--- config.mk ---
export PLATFORM = sky130hd
export DESIGN_NAME = ring_fifo_bulk_read_write
export DESIGN_NICKNAME = d
export VERILOG_FILES = /design/src/hw/rtl/rfifo_pkg.sv /design/src/hw/rtl/ring_fifo_bulk_read_write.sv
export SDC_FILE = /design/constraint.sdc
export NUM_CORES = 2
export LEC_CHECK = 0
export BUFFER_PORTS_ARGS = -buffer_cell sky130_fd_sc_hd__buf_2
export CORE_ASPECT_RATIO = 0.6
export CORE_MARGIN = 3
export CORE_UTILIZATION = 55
export DETAILED_ROUTE_END_ITERATION = 8
export PLACE_DENSITY_LB_ADDON = 0.05
export REMOVE_ABC_BUFFERS = 1
export SYNTH_ARGS = -nofsm -noshare
export SYNTH_HDL_FRONTEND = slang
export SYNTH_SLANG_ARGS = --single-unit
--- constraint.sdc ---
create_clock -name aclk -period 5.3 [get_ports aclk]
set_clock_uncertainty 0.05 [all_clocks]
set_input_delay 0.53 -clock aclk [delete_from_list [all_inputs] [get_ports aclk]]
set_output_delay 0.53 -clock aclk [all_outputs]
set_load 0.03 [all_outputs]
--- src/hw/rtl/rfifo_pkg.sv ---
// ----------------------------------------------------------------------------
// rfifo_pkg
// Shared widths, limits and operation codes for the ring fifo with bulk
// read, peek and remove.
// ----------------------------------------------------------------------------
package rfifo_pkg;

    // storage geometry
    localparam int DEPTH       = 64;
    localparam int ADDR_W      = $clog2(DEPTH);
    localparam int ELEM_W      = 32;

    // counts, occupancy and capacity share one width
    localparam int CNT_W       = 7;
    localparam int MAX_REQUEST = 64;
    localparam int BURST_SAT   = 127;

    localparam int OP_W        = 3;

    typedef logic [OP_W-1:0]   op_t;
    typedef logic [CNT_W-1:0]  cnt_t;
    typedef logic [ADDR_W-1:0] addr_t;
    typedef logic [ELEM_W-1:0] elem_t;

    // operation codes
    localparam op_t OP_WRITE  = OP_W'(0);
    localparam op_t OP_READ   = OP_W'(1);
    localparam op_t OP_PEEK   = OP_W'(2);
    localparam op_t OP_REMOVE = OP_W'(3);
    localparam op_t OP_CLEAR  = OP_W'(4);

    // one result transaction as held in the output register
    typedef struct packed {
        elem_t read_data;
        logic  data_valid;
        cnt_t  transfer_count;
        cnt_t  occupancy;
        cnt_t  free_space;
        logic  last;
    } result_t;

endpackage

--- src/hw/rtl/ring_fifo_bulk_read_write.sv ---
// ----------------------------------------------------------------------------
// ring_fifo_bulk_read_write
// Circular fifo of 32-bit elements in a single-port-read, single-port-write
// memory, with burst writes, bulk read, peek, remove and clear.
// ----------------------------------------------------------------------------
// Timing: a transaction is taken in every cycle as long as the output
// register is free or being emptied, no read stream is in flight and no
// capacity write waits. A read or peek that returns n elements streams them
// one per cycle through the memory's registered read port while the output
// register keeps up; the next input transaction waits until the last of them
// has left the pending stage. The read port sets that rate. Writing the
// capacity register empties the fifo. There is no clearing pass after
// reset: slots are read only after they have been written.
// ----------------------------------------------------------------------------
module ring_fifo_bulk_read_write (
    input  logic                          aclk,
    input  logic                          aresetn,

    // capacity register write channel
    input  logic                          cfg_valid,
    output logic                          cfg_ready,
    input  logic [rfifo_pkg::CNT_W-1:0]   cfg_capacity,

    // input transactions
    input  logic                          s_valid,
    output logic                          s_ready,
    input  logic [rfifo_pkg::OP_W-1:0]    s_operation,
    input  logic [rfifo_pkg::ELEM_W-1:0]  s_write_data,
    input  logic                          s_write_last,
    input  logic [rfifo_pkg::CNT_W-1:0]   s_request_count,

    // result transactions
    output logic                          m_valid,
    input  logic                          m_ready,
    output logic [rfifo_pkg::ELEM_W-1:0]  m_read_data,
    output logic                          m_data_valid,
    output logic [rfifo_pkg::CNT_W-1:0]   m_transfer_count,
    output logic [rfifo_pkg::CNT_W-1:0]   m_occupancy,
    output logic [rfifo_pkg::CNT_W-1:0]   m_free_space,
    output logic                          m_last
);

    typedef enum logic {
        ST_IDLE,
        ST_READ
    } state_t;

    // element storage
    rfifo_pkg::elem_t mem [rfifo_pkg::DEPTH];
    rfifo_pkg::elem_t mem_rdata_reg;

    // control and index state
    state_t            state_reg, state_next;
    rfifo_pkg::cnt_t   cap_reg, cap_next;
    rfifo_pkg::addr_t  rd_index_reg, rd_index_next;
    rfifo_pkg::addr_t  wr_index_reg, wr_index_next;
    rfifo_pkg::cnt_t   fill_reg, fill_next;
    rfifo_pkg::cnt_t   burst_reg, burst_next;

    // read streaming state
    rfifo_pkg::addr_t  rd_ptr_reg, rd_ptr_next;
    rfifo_pkg::cnt_t   remain_reg, remain_next;
    rfifo_pkg::cnt_t   xfer_reg, xfer_next;
    logic              pend_valid_reg, pend_valid_next;
    logic              pend_last_reg, pend_last_next;

    // output register
    logic               out_valid_reg, out_valid_next;
    rfifo_pkg::result_t out_reg, out_next;

    // datapath helpers
    rfifo_pkg::cnt_t   cap_eff;
    rfifo_pkg::cnt_t   req_clip;
    rfifo_pkg::cnt_t   n_take;
    rfifo_pkg::cnt_t   rd_sum;
    rfifo_pkg::cnt_t   rd_wrap;
    rfifo_pkg::cnt_t   wr_inc;
    rfifo_pkg::cnt_t   ptr_inc;
    logic              out_free;
    logic              in_accept;
    logic              cfg_accept;
    logic              mem_we;
    logic              mem_re;
    logic              pend_move;

    // effective slot count: zero acts as one, above depth acts as depth
    always_comb begin
        if (cap_reg == '0) begin
            cap_eff = rfifo_pkg::CNT_W'(1);
        end else if (cap_reg > rfifo_pkg::CNT_W'(rfifo_pkg::DEPTH)) begin
            cap_eff = rfifo_pkg::CNT_W'(rfifo_pkg::DEPTH);
        end else begin
            cap_eff = cap_reg;
        end
    end

    // element count of a read, peek or remove
    always_comb begin
        if (s_request_count > rfifo_pkg::CNT_W'(rfifo_pkg::MAX_REQUEST)) begin
            req_clip = rfifo_pkg::CNT_W'(rfifo_pkg::MAX_REQUEST);
        end else begin
            req_clip = s_request_count;
        end
        n_take = (req_clip < fill_reg) ? req_clip : fill_reg;
    end

    // read index after consuming n_take: sum stays below twice the capacity
    assign rd_sum  = {1'b0, rd_index_reg} + n_take;
    assign rd_wrap = (rd_sum >= cap_eff) ? (rd_sum - cap_eff) : rd_sum;

    // single-step index advances with wrap at the capacity
    assign wr_inc  = {1'b0, wr_index_reg} + rfifo_pkg::CNT_W'(1);
    assign ptr_inc = {1'b0, rd_ptr_reg} + rfifo_pkg::CNT_W'(1);

    // handshakes
    assign out_free   = !out_valid_reg || m_ready;
    assign s_ready    = (state_reg == ST_IDLE) && !pend_valid_reg && out_free && !cfg_valid;
    assign cfg_ready  = (state_reg == ST_IDLE) && !pend_valid_reg;
    assign in_accept  = s_valid && s_ready;
    assign cfg_accept = cfg_valid && cfg_ready;

    // streaming: pending element moves to the output register when it frees
    assign pend_move = pend_valid_reg && out_free;
    assign mem_re    = (state_reg == ST_READ) && (remain_reg != '0)
                       && (!pend_valid_reg || pend_move);

    // element append; reads never target a slot written in the same cycle
    assign mem_we = in_accept && (s_operation == rfifo_pkg::OP_WRITE) && (fill_reg < cap_eff);

    // memory: one write port, one registered read port
    always_ff @(posedge aclk) begin
        if (mem_we) begin
            mem[wr_index_reg] <= s_write_data;
        end
        if (mem_re) begin
            mem_rdata_reg <= mem[rd_ptr_reg];
        end
    end

    // next-state logic
    always_comb begin
        state_next      = state_reg;
        cap_next        = cap_reg;
        rd_index_next   = rd_index_reg;
        wr_index_next   = wr_index_reg;
        fill_next       = fill_reg;
        burst_next      = burst_reg;
        rd_ptr_next     = rd_ptr_reg;
        remain_next     = remain_reg;
        xfer_next       = xfer_reg;
        pend_valid_next = pend_valid_reg;
        pend_last_next  = pend_last_reg;
        out_valid_next  = out_valid_reg && !m_ready;
        out_next        = out_reg;

        // capacity write empties the fifo
        if (cfg_accept) begin
            cap_next      = cfg_capacity;
            rd_index_next = '0;
            wr_index_next = '0;
            fill_next     = '0;
            burst_next    = '0;
        end

        // input transaction
        if (in_accept) begin
            out_next.read_data  = '0;
            out_next.data_valid = 1'b0;
            out_next.last       = 1'b1;
            case (s_operation)
                rfifo_pkg::OP_WRITE: begin
                    if (mem_we) begin
                        wr_index_next = (wr_inc >= cap_eff) ? '0
                                        : wr_inc[rfifo_pkg::ADDR_W-1:0];
                        fill_next     = fill_reg + rfifo_pkg::CNT_W'(1);
                        if (burst_reg < rfifo_pkg::CNT_W'(rfifo_pkg::BURST_SAT)) begin
                            burst_next = burst_reg + rfifo_pkg::CNT_W'(1);
                        end
                    end
                    if (s_write_last) begin
                        out_valid_next          = 1'b1;
                        out_next.transfer_count = burst_next;
                        burst_next              = '0;
                    end
                end
                rfifo_pkg::OP_READ, rfifo_pkg::OP_PEEK: begin
                    if (n_take == '0) begin
                        out_valid_next          = 1'b1;
                        out_next.transfer_count = '0;
                    end else begin
                        state_next  = ST_READ;
                        rd_ptr_next = rd_index_reg;
                        remain_next = n_take;
                        xfer_next   = n_take;
                        if (s_operation == rfifo_pkg::OP_READ) begin
                            fill_next     = fill_reg - n_take;
                            rd_index_next = rd_wrap[rfifo_pkg::ADDR_W-1:0];
                        end
                    end
                end
                rfifo_pkg::OP_REMOVE: begin
                    out_valid_next          = 1'b1;
                    out_next.transfer_count = n_take;
                    fill_next               = fill_reg - n_take;
                    rd_index_next           = rd_wrap[rfifo_pkg::ADDR_W-1:0];
                end
                rfifo_pkg::OP_CLEAR: begin
                    out_valid_next          = 1'b1;
                    out_next.transfer_count = fill_reg;
                    rd_index_next           = '0;
                    wr_index_next           = '0;
                    fill_next               = '0;
                    burst_next              = '0;
                end
                default: begin
                    out_valid_next          = 1'b1;
                    out_next.transfer_count = '0;
                end
            endcase
            out_next.occupancy  = fill_next;
            out_next.free_space = cap_eff - fill_next;
        end

        // pending element into the output register
        if (pend_move) begin
            out_valid_next          = 1'b1;
            out_next.read_data      = mem_rdata_reg;
            out_next.data_valid     = 1'b1;
            out_next.transfer_count = xfer_reg;
            out_next.occupancy      = fill_reg;
            out_next.free_space     = cap_eff - fill_reg;
            out_next.last           = pend_last_reg;
            pend_valid_next         = 1'b0;
        end

        // issue the next element read
        if (mem_re) begin
            pend_valid_next = 1'b1;
            pend_last_next  = (remain_reg == rfifo_pkg::CNT_W'(1));
            remain_next     = remain_reg - rfifo_pkg::CNT_W'(1);
            rd_ptr_next     = (ptr_inc >= cap_eff) ? '0
                              : ptr_inc[rfifo_pkg::ADDR_W-1:0];
        end

        // stream done once every element has left the pending stage
        if ((state_reg == ST_READ) && (remain_reg == '0) && (!pend_valid_reg || pend_move)) begin
            state_next = ST_IDLE;
        end
    end

    // state and registered outputs
    always_ff @(posedge aclk) begin
        if (!aresetn) begin
            state_reg      <= ST_IDLE;
            cap_reg        <= rfifo_pkg::CNT_W'(rfifo_pkg::DEPTH);
            rd_index_reg   <= '0;
            wr_index_reg   <= '0;
            fill_reg       <= '0;
            burst_reg      <= '0;
            remain_reg     <= '0;
            pend_valid_reg <= 1'b0;
            out_valid_reg  <= 1'b0;
        end else begin
            state_reg      <= state_next;
            cap_reg        <= cap_next;
            rd_index_reg   <= rd_index_next;
            wr_index_reg   <= wr_index_next;
            fill_reg       <= fill_next;
            burst_reg      <= burst_next;
            remain_reg     <= remain_next;
            pend_valid_reg <= pend_valid_next;
            out_valid_reg  <= out_valid_next;
        end
        rd_ptr_reg    <= rd_ptr_next;
        xfer_reg      <= xfer_next;
        pend_last_reg <= pend_last_next;
        out_reg       <= out_next;
    end

    // result ports
    assign m_valid          = out_valid_reg;
    assign m_read_data      = out_reg.read_data;
    assign m_data_valid     = out_reg.data_valid;
    assign m_transfer_count = out_reg.transfer_count;
    assign m_occupancy      = out_reg.occupancy;
    assign m_free_space     = out_reg.free_space;
    assign m_last           = out_reg.last;

endmodule
# Word level (Yosys, flattened, before mapping)
# Memories as Yosys holds them, arrays and structs flattened. A register that Yosys moved wholly into a read port is not among the register bits.
# Index checks and enable logic that the tools add are counted.
totals:
  regBits: 112
  latchBits: 0
  mem_bits_rw: 2048
  rom_bits: 0
  input_bits: 55
  out_inout_bits: 58
  word_cells: 132
  mem_count: 1
mem_list:
  columns: ["memory", "depth", "word_bits", "rd", "rd_clocked_by_memory_dff", "write_ports", "line_no", "rtl"]
  rows:
  - ["mem", 64, 32, 1, 1, 1, "ring_fifo_bulk_read_write.sv:49", "rfifo_pkg::elem_t mem [rfifo_pkg::DEPTH];"]
classes:
  add_sub_neg: 10
  multipliers: 0
  div_mod_pow: 0
  magnitude_cmp: 8
  n_eq_ne: 8
  shifts: 0
  muxes: 51
  bitwise: 3
  reduce_logical: 33
op_table:
  columns: ["op", "n"]
  rows:
  - ["$mux W7", 21]
  - ["$mux W55", 2]
  - ["$mux W6", 14]
  - ["$pmux W7 S4", 2]
  - ["$ge A7 B7 Y1", 3]
  - ["$logic_not A7 Y1", 3]
  - ["$sub A7 B7 Y7", 3]
  - ["$pmux W6 S3", 1]
  - ["$add A6 B1 Y7 const B", 2]
  - ["$add A7 B1 Y7 const B", 2]
  - ["$gt A7 B7 Y1 const B", 2]
  - ["$lt A7 B7 Y1", 2]
  - ["$pmux W7 S2", 1]
  - ["$logic_and A1 B1 Y1", 13]
  - ["$pmux W6 S2", 1]
  - ["$reduce_and A3 Y1", 3]
  - ["$mux W1", 8]
  - ["$reduce_bool A2 Y1", 4]
  - ["$add A6 B7 Y7", 1]
  - ["$eq A7 B1 Y1 const B", 1]
  - ["$lt A7 B7 Y1 const B", 1]
  - ["$reduce_bool A7 Y1", 1]
  - ["$sub A7 B1 Y7 const B", 1]
  - ["$eq A3 B2 Y1 const B", 2]
  - ["other kinds (11)", 19]

# Longest topological paths before layout
depth:
  ltp_word: 13
  mapped_depth: 27
  mapped_depth_nobuf: 25

# Least setup slack after synthesis
# Ideal clock, no wire load.
synth_timing:
  kind: "in2reg"
  start: "input port s_request_count[6] (netlist name)"
  end: "register out_reg, in the netlist m_free_space[6], data pin"
  setup_ps: 271
  arrival_ps: 4777
  required_time_ps: 4979
  slack_ps: 202
  stages: 26
  n_path_buf: 2
  cell_sequence: "buf_6 > nand2b_1 > inv_1 > ha_1 > a211oi_1 > nor2_1 > nor2_1 > nand2_1 > clkbuf_1 > nand2_1 > o21ai_0 > ha_1 > fa_1 > xnor2_1 > a31oi_1 > a21oi_1 > nor2_1 > ha_1 > nor2b_1 > o21ai_0 > nand2b_1 > a21o_1 > a21oi_1 > xnor2_1 > xnor2_1 > o22ai_1"
synth_lines:
  columns: ["item", "line_no", "rtl"]
  rows:
  - ["start, declared", "ring_fifo_bulk_read_write.sv:30", "input logic [rfifo_pkg::CNT_W-1:0] s_request_count,"]
  - ["end signal, assigned", "ring_fifo_bulk_read_write.sv:277", "out_reg <= out_next;"]
  - ["end, declared", "ring_fifo_bulk_read_write.sv:69", "rfifo_pkg::result_t out_reg, out_next;"]

==> out/metrics.cfg <==
[outcome]
run_status = complete, no violations

[power_and_ir_drop]
p_per_area_mw_per_mm2 = 347
power.share.sequential_pct = 56.8
switching_power_w = 0.00695
max-vdd-ir-drop_uv = 355
power.share.combinational_pct = 3.5
totalPowerFinal_w = 0.0335
share_of_total_power_in_the_clock_network_pct = 39.7
power_leakage_nw = 30.2
power_switching_share_pct = 20.7
power.internal_w = 0.0266

[cts]
cts.sink_count = 2192
tritoncts.num_buffers = 191
root_buffer = sky130_fd_sc_hd__clkbuf_16
cts.reportedPaths.clkPinSlew_ns = 0.07
tritoncts = done
max-clock-path-buffers = 3
post-cts-setup-buffers = 0
cts_htree_levels = 4
later_pin_clock_latency_in_the_skew_report_ns = 0.82

[final_layout]
nNetsFinal = 4205
final_core_utilization_pct = 62.8
area.growth.synth_to_final_pct = 12.7
largest_reg_flops = 2048
final_layout_size_suffix_gt1_share_pct = 31.6

[sta]
finalWorstSetupSlack_ns = 0.374
achievable-frequency_mhz = 203
share_of_the_cycle_needed_by_the_critical_path_after_routing_pct = 92.9
min_period_ns = 4.93
finalHoldViolations = 0
rsz_0062_raised_after_global_routing = false
tightestPinTransition_ns = 1.34
setup_violations = 0
slew_headroom_pct = 10.6
finalMaxSlewViolations = 0

[critical_path]
worst_ep_required_time_ns = 5.80
endpoint_kind = flop
worstReg2RegEnd = m_free_space[6]
r2r_slack_ns = 0.37
worst-r2r-cell-count = 25
cp_max_fo = 2
r2r_start = fill_reg[4]
crit_path_class = flop to flop
crit_path_max_incr_delay_ns = 0.43
arrival_ns = 5.42
critical-path-slowest-cell = sky130_fd_sc_hd__fa_1
worst_setup_path_start_kind = flop

[yosys]
yosysTopAreaCell = sky130_fd_sc_hd__edfxtp_1
yosysSeqAreaShare_pct = 76.2
synthCells = 3759
asyncSetResetFlopFracSynth_pct = 0
synth_area_per_cell_um2 = 22.8
post-synth-top-count-cell = sky130_fd_sc_hd__edfxtp_1
yosys-top-cells-count = sky130_fd_sc_hd__edfxtp_1, sky130_fd_sc_hd__mux4_2, sky130_fd_sc_hd__clkbuf_1, sky130_fd_sc_hd__nor2_1, sky130_fd_sc_hd__nand2_1
post_synth_instance_area_mm2 = 0.0858
postSynthRegisterBits = 2192
synthesis.yosys.warnings = 0
synth.top_cells.by_area = sky130_fd_sc_hd__edfxtp_1, sky130_fd_sc_hd__mux4_2, sky130_fd_sc_hd__dfxtp_1
yosys_most_used_dff = sky130_fd_sc_hd__edfxtp_1
synth_top_area_share_pct = 75.2
synth.lib_cells_used.distinct = 68
number_of_synthesized_flops_with_an_enable_pin = 2148

[die]
initial_core_util_pct = 55.8
fp.coreArea_mm2 = 0.154
floorplan.rows = 111
design.die.area_mm2 = 0.161
die_height_um = 312
die_span_x_um = 516
io_pins = 113

[route]
routed_wirelength_um = 228000
drt_drc_violations_left = 0
drt_first_pass_iters = 5
vias = 41600
initialDrtViolationCount = 5719
final_antenna_net_count = 0
avgRoutedWirePerCell_um = 36.2
vias_per_cell = 6.62

[min_path]
holdCritStartpoint = s_write_data[3]
hold_end = mem[62][3]
holdPathStages = 1
holdCritPathClass = primary input to flop

[grt]
grt_start_max_net_pins = 124
global_route_wire_length_before_repair_um = 322000
antenna_violations_before_repair = 30
grt_pass1_vias = 41700
grt-ovfl-total = 0
gr_util_all_layers_pct = 28.8

[placed_design]
place.port_buffers = 112
hpwlAfterDp_um = 136000
globalplace.congestion = 0.905
dp_slack_ns = -0.103

[flow_run]
max_cap_violations = 0

-- power groups by stage --
stage / registers (W) / clock network [W] / logic (W)
detailed placement: 0.0194 / 0 / 0.00116
floorplan: 0.0195 / 0 / 0.000605
global route: 0.0190 / 0.0142 / 0.00126
global placement: 0.0194 / 0 / 0.00113
CTS: 0.0191 / 0.0136 / 0.00116
finish: 0.0191 / 0.0133 / 0.00118
-- through the flow --
stage	cell area, µm²	setup TNS [ns]	hold slack [ns]	std cells
after floorplan	85000	-622.49	0.394	3563
after global placement	90800	-0.132	0.377	5924
after detailed placement	90800	-0.103	0.417	5924
after CTS	96700	0	0.0117	6276
after global routing	96700	0	0.0447	6277
final	96700	0	0.0723	6286
-- cell type report --
type / count / area [µm²]
Timing Repair Buffer: 332 / 2790
Clock inverter: 104 / 793
Multi-Input combinational cell: 1331 / 20000
Sequential cell: 2192 / 65400
Antenna cell: 10 / 25.0
Clock buffer: 243 / 5060
Inverter: 40 / 150
Fill cell: 10300 / 57200
Tap cell: 2034 / 2540
-- worst max path at each step --
stage	startpoint	slack, ns	end	cells after the start
2_1_floorplan	rd_ptr_reg[0]	-17.45	rd_ptr_reg[0]	10
3_3_place_gp	s_request_count[6]	-0.13	m_free_space[6]	28
3_5_place_dp	s_request_count[6]	-0.10	m_free_space[6]	27
4_1_cts	cap_reg[1]	0.26	m_free_space[6]	23
5_1_grt	fill_reg[4]	0.02	rd_index_reg[4]	24
6_report	fill_reg[4]	0.37	m_free_space[6]	25
-- routing by layer --
layer  share of wire [%]  vias up  global-route usage (%)  wire length [µm]
li1                    -    16700                       -                 -
met1                  43    22500                    46.0             98100
met2                  42     2221                    38.3             95100
met3                  14      258                    10.9             30800
met4                 1.6        2                    5.88              3610
met5              0.0035        -                       0                 8
-- cell families (layout without fill, tap and decap cells) --
family / Yosys count / in the layout / share of synthesized area, %
and+or+nand+nor: 342 / 342 / 1.99
buffers and inverters: 236 / 719 / 1.13
DFF: 2192 / 2192 / 76.2
xor gates and xnor gates: 36 / 36 / 0.367
other: 0 / 10 / 0
AOI/OAI and AO/OA: 208 / 208 / 1.60
adders and majority gates: 62 / 62 / 0.948
muxes: 683 / 683 / 17.8
-- worst max-delay path: cells and delay by family (launching register included) --
kind,cells,cell delay [ns]
adder cells (fa/ha/maj),4,1.27
buffers and inverters,5,0.58
XOR/XNOR,2,0.30
AND/OR/NAND/NOR,4,0.44
AO/OA/AOI/OAI,10,1.67
flip-flops,1,0.34
-- timing repair --
action / 4_1_cts / 5_1_grt
hold endpoints to repair: 5 / 0
resized for setup: 0 / 5
setup endpoints to repair: 0 / 1
hold buffers: 5 / 0
-- layout by cell type, fill, tap and decap left out, types with 44 or more instances in the layout --
cell type,instances
sky130_fd_sc_hd__nand2_1,87
sky130_fd_sc_hd__buf_12,45
sky130_fd_sc_hd__o21ai_0,45
sky130_fd_sc_hd__nor2_4,64
sky130_fd_sc_hd__clkbuf_16,194
sky130_fd_sc_hd__clkbuf_1,47
sky130_fd_sc_hd__dfxtp_1,44
sky130_fd_sc_hd__buf_4,170
sky130_fd_sc_hd__ha_1,57
sky130_fd_sc_hd__buf_2,112
sky130_fd_sc_hd__edfxtp_1,2148
sky130_fd_sc_hd__clkinv_1,48
sky130_fd_sc_hd__mux4_2,672
Power figures use the tool's default switching activity.
